[src/rtl/fdma_pkg.sv]
// Shared constants and types for the frame delta moving average block.
// No dependencies; imported by frame_delta_moving_average, fdma_checker and the testbench.
`default_nettype none

package fdma_pkg;

  // Width of stamps, deltas, sums and averages
  localparam int STAMP_W = 64;

  // Default depth of the delta ring
  localparam int RING_DEPTH_DEF = 16;

  // Sequencer states
  typedef enum logic [2:0] {
    ST_IDLE,
    ST_READ,
    ST_ADD,
    ST_DIV,
    ST_DONE
  } fdma_state_t;

endpackage

`default_nettype wire

[src/rtl/frame_delta_moving_average.sv]
// Frame delta moving average: stamp deltas, a ring of recent deltas, a mean.
// Depends on fdma_pkg for widths and the sequencer state type.
//
// Sequence: an accepted stamp goes through ST_READ (ring update), ST_ADD (sum
//   update), the 64-step restoring divider in ST_DIV, and ST_DONE into the
//   output register; the first stamp after reset skips ring and divider.
// One stamp at a time: in_stall stays high until ST_DONE hands on the result.
// Reset (rst_n low, synchronous): not started, ring empty, sum and held
//   average zero. Ring contents are not cleared; entries are read only once
//   written.
`default_nettype none

module frame_delta_moving_average #(
  parameter int RING_DEPTH = fdma_pkg::RING_DEPTH_DEF
) (
  input  wire logic                         clk,
  input  wire logic                         rst_n,
  // stamp channel
  input  wire logic                         in_valid,
  output logic                              in_stall,
  input  wire logic [fdma_pkg::STAMP_W-1:0] in_timestamp_ns,
  // result channel
  output logic                              out_valid,
  input  wire logic                         out_stall,
  output logic [fdma_pkg::STAMP_W-1:0]      out_delta_ns,
  output logic [fdma_pkg::STAMP_W-1:0]      out_average_ns,
  output logic                              out_first_stamp
);

  import fdma_pkg::*;

  localparam int PTR_W  = (RING_DEPTH > 1) ? $clog2(RING_DEPTH) : 1;
  localparam int CNT_W  = $clog2(RING_DEPTH + 1);
  localparam int STEP_W = $clog2(STAMP_W);
  localparam logic [PTR_W-1:0]  PTR_LAST  = PTR_W'(RING_DEPTH - 1);
  localparam logic [CNT_W-1:0]  CNT_FULL  = CNT_W'(RING_DEPTH);
  localparam logic [STEP_W-1:0] STEP_LAST = STEP_W'(STAMP_W - 1);

  // ring memory and its registered read port
  logic [STAMP_W-1:0] ring_mem [RING_DEPTH];
  logic [STAMP_W-1:0] ring_rd_r;
  logic               ring_we;

  fdma_state_t        state_r, state_nxt;
  logic               started_r, started_nxt;
  logic [STAMP_W-1:0] prev_r, prev_nxt;
  logic [STAMP_W-1:0] delta_r, delta_nxt;
  logic               first_r, first_nxt;
  logic [PTR_W-1:0]   wr_pos_r, wr_pos_nxt;
  logic [CNT_W-1:0]   fill_r, fill_nxt;
  logic [STAMP_W-1:0] sum_r, sum_nxt;
  logic [STAMP_W-1:0] held_avg_r, held_avg_nxt;
  logic [STAMP_W-1:0] quo_r, quo_nxt;
  logic [CNT_W-1:0]   rem_r, rem_nxt;
  logic [STEP_W-1:0]  step_r, step_nxt;
  logic               out_valid_r, out_valid_nxt;
  logic [STAMP_W-1:0] out_delta_r, out_delta_nxt;
  logic [STAMP_W-1:0] out_avg_r, out_avg_nxt;
  logic               out_first_r, out_first_nxt;

  logic               in_take;
  logic               out_free;
  logic               ring_full;
  logic [STAMP_W-1:0] sum_plus;
  logic [CNT_W:0]     rem_sh;
  logic [CNT_W:0]     rem_diff;

  assign in_take   = in_valid && !in_stall;
  assign out_free  = !out_valid_r || !out_stall;
  assign ring_full = (fill_r == CNT_FULL);
  assign sum_plus  = sum_r + delta_r;
  assign rem_sh    = {rem_r, quo_r[STAMP_W-1]};
  assign rem_diff  = rem_sh - {1'b0, fill_r};

  // next state of the sequencer
  always_comb begin
    state_nxt = state_r;
    unique case (state_r)
      ST_IDLE: begin
        if (in_take) begin
          state_nxt = started_r ? ST_READ : ST_DONE;
        end
      end
      ST_READ: state_nxt = ST_ADD;
      ST_ADD:  state_nxt = ST_DIV;
      ST_DIV: begin
        if (step_r == STEP_LAST) begin
          state_nxt = ST_DONE;
        end
      end
      ST_DONE: begin
        if (out_free) begin
          state_nxt = ST_IDLE;
        end
      end
      default: state_nxt = ST_IDLE;
    endcase
  end

  // handshake and memory strobes
  always_comb begin
    in_stall = (state_r != ST_IDLE);
    ring_we  = (state_r == ST_READ);
  end

  // datapath next values
  always_comb begin
    started_nxt   = started_r;
    prev_nxt      = prev_r;
    delta_nxt     = delta_r;
    first_nxt     = first_r;
    wr_pos_nxt    = wr_pos_r;
    fill_nxt      = fill_r;
    sum_nxt       = sum_r;
    held_avg_nxt  = held_avg_r;
    quo_nxt       = quo_r;
    rem_nxt       = rem_r;
    step_nxt      = step_r;
    out_valid_nxt = out_valid_r && out_stall;
    out_delta_nxt = out_delta_r;
    out_avg_nxt   = out_avg_r;
    out_first_nxt = out_first_r;

    unique case (state_r)
      // take the stamp, form the modular delta
      ST_IDLE: begin
        if (in_take) begin
          started_nxt = 1'b1;
          prev_nxt    = in_timestamp_ns;
          first_nxt   = !started_r;
          delta_nxt   = started_r ? (in_timestamp_ns - prev_r) : '0;
        end
      end
      // drop the overwritten entry from the sum, advance the ring
      ST_READ: begin
        if (ring_full) begin
          sum_nxt = sum_r - ring_rd_r;
        end else begin
          fill_nxt = fill_r + CNT_W'(1);
        end
        wr_pos_nxt = (wr_pos_r == PTR_LAST) ? '0 : wr_pos_r + PTR_W'(1);
      end
      // add the new delta, load the divider
      ST_ADD: begin
        sum_nxt  = sum_plus;
        quo_nxt  = sum_plus;
        rem_nxt  = '0;
        step_nxt = '0;
      end
      // one restoring divide step per cycle
      ST_DIV: begin
        if (!rem_diff[CNT_W]) begin
          rem_nxt = rem_diff[CNT_W-1:0];
          quo_nxt = {quo_r[STAMP_W-2:0], 1'b1};
        end else begin
          rem_nxt = rem_sh[CNT_W-1:0];
          quo_nxt = {quo_r[STAMP_W-2:0], 1'b0};
        end
        step_nxt = step_r + STEP_W'(1);
      end
      // hand the result beat to the output register
      ST_DONE: begin
        if (out_free) begin
          out_valid_nxt = 1'b1;
          out_delta_nxt = delta_r;
          out_first_nxt = first_r;
          out_avg_nxt   = first_r ? held_avg_r : quo_r;
          if (!first_r) begin
            held_avg_nxt = quo_r;
          end
        end
      end
      default: ;
    endcase
  end

  // ring memory: write the delta, read at the write position
  always_ff @(posedge clk) begin
    if (ring_we) begin
      ring_mem[wr_pos_r] <= delta_r;
    end
    ring_rd_r <= ring_mem[wr_pos_r];
  end

  // control registers
  always_ff @(posedge clk) begin
    if (!rst_n) begin
      state_r     <= ST_IDLE;
      started_r   <= 1'b0;
      prev_r      <= '0;
      wr_pos_r    <= '0;
      fill_r      <= '0;
      sum_r       <= '0;
      held_avg_r  <= '0;
      out_valid_r <= 1'b0;
    end else begin
      state_r     <= state_nxt;
      started_r   <= started_nxt;
      prev_r      <= prev_nxt;
      wr_pos_r    <= wr_pos_nxt;
      fill_r      <= fill_nxt;
      sum_r       <= sum_nxt;
      held_avg_r  <= held_avg_nxt;
      out_valid_r <= out_valid_nxt;
    end
  end

  // payload registers
  always_ff @(posedge clk) begin
    delta_r     <= delta_nxt;
    first_r     <= first_nxt;
    quo_r       <= quo_nxt;
    rem_r       <= rem_nxt;
    step_r      <= step_nxt;
    out_delta_r <= out_delta_nxt;
    out_avg_r   <= out_avg_nxt;
    out_first_r <= out_first_nxt;
  end

  assign out_valid       = out_valid_r;
  assign out_delta_ns    = out_delta_r;
  assign out_average_ns  = out_avg_r;
  assign out_first_stamp = out_first_r;

endmodule

`default_nettype wire

[config.mk]
export PLATFORM = sky130hd
export DESIGN_NAME = frame_delta_moving_average
export DESIGN_NICKNAME = d
export VERILOG_FILES = /design/src/rtl/fdma_pkg.sv /design/src/rtl/frame_delta_moving_average.sv
export SDC_FILE = /design/constraint.sdc
export NUM_CORES = 2
export LEC_CHECK = 0
export BUFFER_PORTS_ARGS = -buffer_cell sky130_fd_sc_hd__buf_2
export CAP_MARGIN = 15
export CORE_MARGIN = 5
export CORE_UTILIZATION = 55
export CTS_BUF_LIST = sky130_fd_sc_hd__clkbuf_2 sky130_fd_sc_hd__clkbuf_4 sky130_fd_sc_hd__clkbuf_8
export DETAILED_ROUTE_END_ITERATION = 7
export PLACE_DENSITY = 0.72
export SLEW_MARGIN = 20
export SYNTH_ARGS = -nofsm -noshare
export SYNTH_HDL_FRONTEND = slang
export SYNTH_SLANG_ARGS = --single-unit
[constraint.sdc]
create_clock -name clk -period 10.6 [get_ports clk]
set_input_delay 0.53 -clock clk [delete_from_list [all_inputs] [get_ports clk]]
set_output_delay 0.53 -clock clk [all_outputs]
set_load 0.03 [all_outputs]
==> reports/qor.txt <==
routed wire length per instance: 25.37 um
Post-synth EDFFs: 1293
worst-margin pin slew: 1188 ps
Starting DRT DRC Count: 4802
H-tree levels: 4
syn nets: 5065
initial antenna violation count: 14
area delta synth->final: 12.51%
Reg clk slew, reported paths: 60 ps
hold depth: 4
Placed Cells: 6467
via count: 42616
DRC: 0
die height: 364.1 um
slew margin rel.: 19.95%
Die W: 364.1 um
CTS Buf Count: 241
Initial Util: 55.14%
Pwr Total: 20.41 mW
peak supply drop: 0.0002340 V
sw frac: 35.53%
min cycle time layout: 4575 ps
Gates resized, CTS repair: 0
1st-pass router iterations: 6
Die Area: 132600 um^2
grt ovf: 0
vias in the first global route: 41534
number of placement rows: 130
syn_area_per_cell: 14.39 um^2
internal power: 13.16 mW
CP arrival: 5270 ps
most common cell after layout, fill and taps aside: edfxtp_1
Util after Layout: 62.03%
Ports: 199
CP Capture Type: flip-flop
FFs w/ async S/R, synth: 0%
clk sinks: 1563
first-pass GRT wire length: 262700 um
Final period util: 43.16%
fin nets: 5399
Crit Path Class: reg -> reg
leading cell types in the layout, fill and taps excluded: edfxtp_1, nand2_1, a21oi_1
share of cells above drive strength 1: 21.13%
final hold viol count: 0
crit path max fanout: 18
cts-stage hold buffer count: 66
register area: 44250 um^2
Fillers: 9321
Top FF cell, synth: edfxtp_1
CTS tree: done
final wirelength: 177600 um
GP Congestion: 0.9613
drt via density: 6.088
P_sw: 7.253 mW
Clock power frac: 25.6%
largest net degree at the start of global routing: 143
fmax: 218.6 MHz
R2R depth: 13
Final Non-Filler Cells: 7000
DRT antenna net count: 0
GRT Overall Usage: 26.73%
RSZ-0062 raised after global routing: false
synthesized instance count: 4792
Synthesis Warnings: 0
port bufs: 198
Netlist Area Pre-Place: 68970 um^2
Seq pwr share: 43.0%
design area: 77590 um^2
power density over the cells: 263.1 nW/um^2
Multi-input gate area: 23300 um^2
LEAKAGE: 26.90 nW
Worst setup SP type: flip-flop
setup TNS: 0 ps
Comb pwr share: 31.4%
max_cap viols: 0
Setup Skew: 54.45 ps
Cell Area, Placed: 71820 um^2
status: finished clean
Final setup viols: 0
post-synthesis sequential area ratio: 64.14%
Clock Tree Buf Depth: 3
Root Driver: clkbuf_8
critical path data required time: 11290 ps
class of the worst hold path: in -> reg
max-slew violations: 0
postcts setup bufs: 0
core area: 125100 um^2
worst skew pair latency: 990 ps
Detailed Place HPWL: 112200 um
Netlist cell types: 91
#FFs+latches synth: 1563
## worst max-delay path: stages, from the launching register on
cell and delay [ps]:
edfxtp_1 670, ha_1 320, fa_1 260, a211oi_1 110, nor4_1 510, o211ai_1 170
o211ai_1 330, a21oi_1 340, o311ai_1 520, a31oi_1 210, nor3_1 290, nor2_1 110
xnor2_1 160, mux2_2 280
## cell usage after synthesis (7+ instances only)
| master | count | area (um^2) |
|---|---|---|
| edfxtp_1 | 1293 | 38830 |
| inv_1 | 176 | 660.6 |
| o21a_1 | 22 | 165.2 |
| and2_1 | 17 | 106.4 |
| mux2_2 | 66 | 743.2 |
| buf_2 | 8 | 40.04 |
| mux2i_1 | 73 | 730.7 |
| mux4_2 | 320 | 7207 |
| a31oi_1 | 22 | 137.6 |
| nor3_1 | 44 | 220.2 |
| nand2_1 | 468 | 1757 |
| nand4_1 | 63 | 394.1 |
| a211oi_1 | 53 | 397.9 |
| o21ai_0 | 186 | 930.9 |
| ha_1 | 201 | 2515 |
| xor2_1 | 74 | 648.1 |
| nor2b_1 | 22 | 137.6 |
| clkbuf_1 | 193 | 724.4 |
| and3_1 | 14 | 87.58 |
| o21bai_1 | 28 | 210.2 |
| o22ai_1 | 7 | 43.79 |
| a221oi_1 | 15 | 131.4 |
| a21oi_1 | 336 | 1682 |
| a311oi_1 | 7 | 61.31 |
| or3_1 | 12 | 75.07 |
| a22oi_1 | 9 | 67.56 |
| nor2_1 | 336 | 1261 |
| nand3_1 | 33 | 165.2 |
| a41oi_1 | 7 | 61.31 |
| a21o_1 | 84 | 630.6 |
| o211ai_1 | 15 | 112.6 |
| nor4_1 | 10 | 62.56 |
| o31ai_1 | 18 | 135.1 |
| or2_2 | 10 | 62.56 |
| xnor2_1 | 108 | 945.9 |
| a21boi_0 | 10 | 75.07 |
| a211o_1 | 9 | 78.83 |
| buf_1 | 38 | 142.6 |
| dfxtp_1 | 270 | 5405 |
| nand2b_1 | 16 | 100.1 |
## final timing paths
kind               from          to  slack, ps
max          delta_r[0]   quo_r[56]       6030
min               rst_n   sum_r[45]        130
max reg2reg  delta_r[0]   quo_r[56]       6030
min reg2reg  prev_r[55]  prev_r[55]        450
## kinds of logic (layout without fill, tap and decap cells)
logic type	after synthesis	in the layout	synth area share [%]
adder cells (fa/ha/maj)	205	205	3.763
flip-flops	1563	1563	64.14
XOR/XNOR	182	182	2.311
AND/OR/NAND/NOR	1060	1060	6.615
AO/OA/AOI/OAI	906	906	8.300
buffers and inverters	417	968	2.290
other	0	7	0
multiplexers	459	459	12.59
## metal layers
layer | track usage [%] | wire [um] | up-vias
met5 | 1.961 | 287 | -
met4 | 7.663 | 4604 | 14
met3 | 7.085 | 19380 | 310
met2 | 39.96 | 78890 | 2120
met1 | 39.03 | 74430 | 21104
li1 | - | - | 19068
## stage by stage
stage / setup WS [ps] / hold slack, ps
global route: 5810 / 72.50
detailed placement: 6096 / 446.3
finish: 6025 / 134.4
CTS: 6062 / 14.47
global placement: 6148 / 441.3
floorplan: 4195 / 436.3
## final cells by class
| class | instances | area share [%] |
|---|---|---|
| antenna | 7 | 0.02258 |
| sequential | 1563 | 57.02 |
| clock buffer | 337 | 5.357 |
| inverter | 177 | 0.8659 |
| multi-input combinational | 2812 | 30.03 |
| clock inverter | 123 | 1.213 |
| timing repair buffer | 331 | 2.825 |
| tap | 1650 | 2.661 |
## state kept, by name, indices dropped and copies added, names as in the netlist, 3 cells and up
signal,count
ring_rd_r,64
sum_r,64
step_r,6
delta_r,64
wr_pos_r,4
quo_r,64
fill_r,5
held_avg_r,64
ring_mem,1024
out_average_ns,64
rem_r,5
prev_r,64
state_r,3
out_delta_ns,64
## power by group through the flow
stage	Sequential (mW)	Clock, mW	Combinational, mW
CTS	8.77	5.32	6.32
detailed placement	8.90	0	6.27
finish	8.78	5.22	6.41
global route	8.87	5.61	6.97
floorplan	8.82	0	4.31
global placement	8.86	0	6.26
Note: power is estimated with default switching activity, not from simulation.
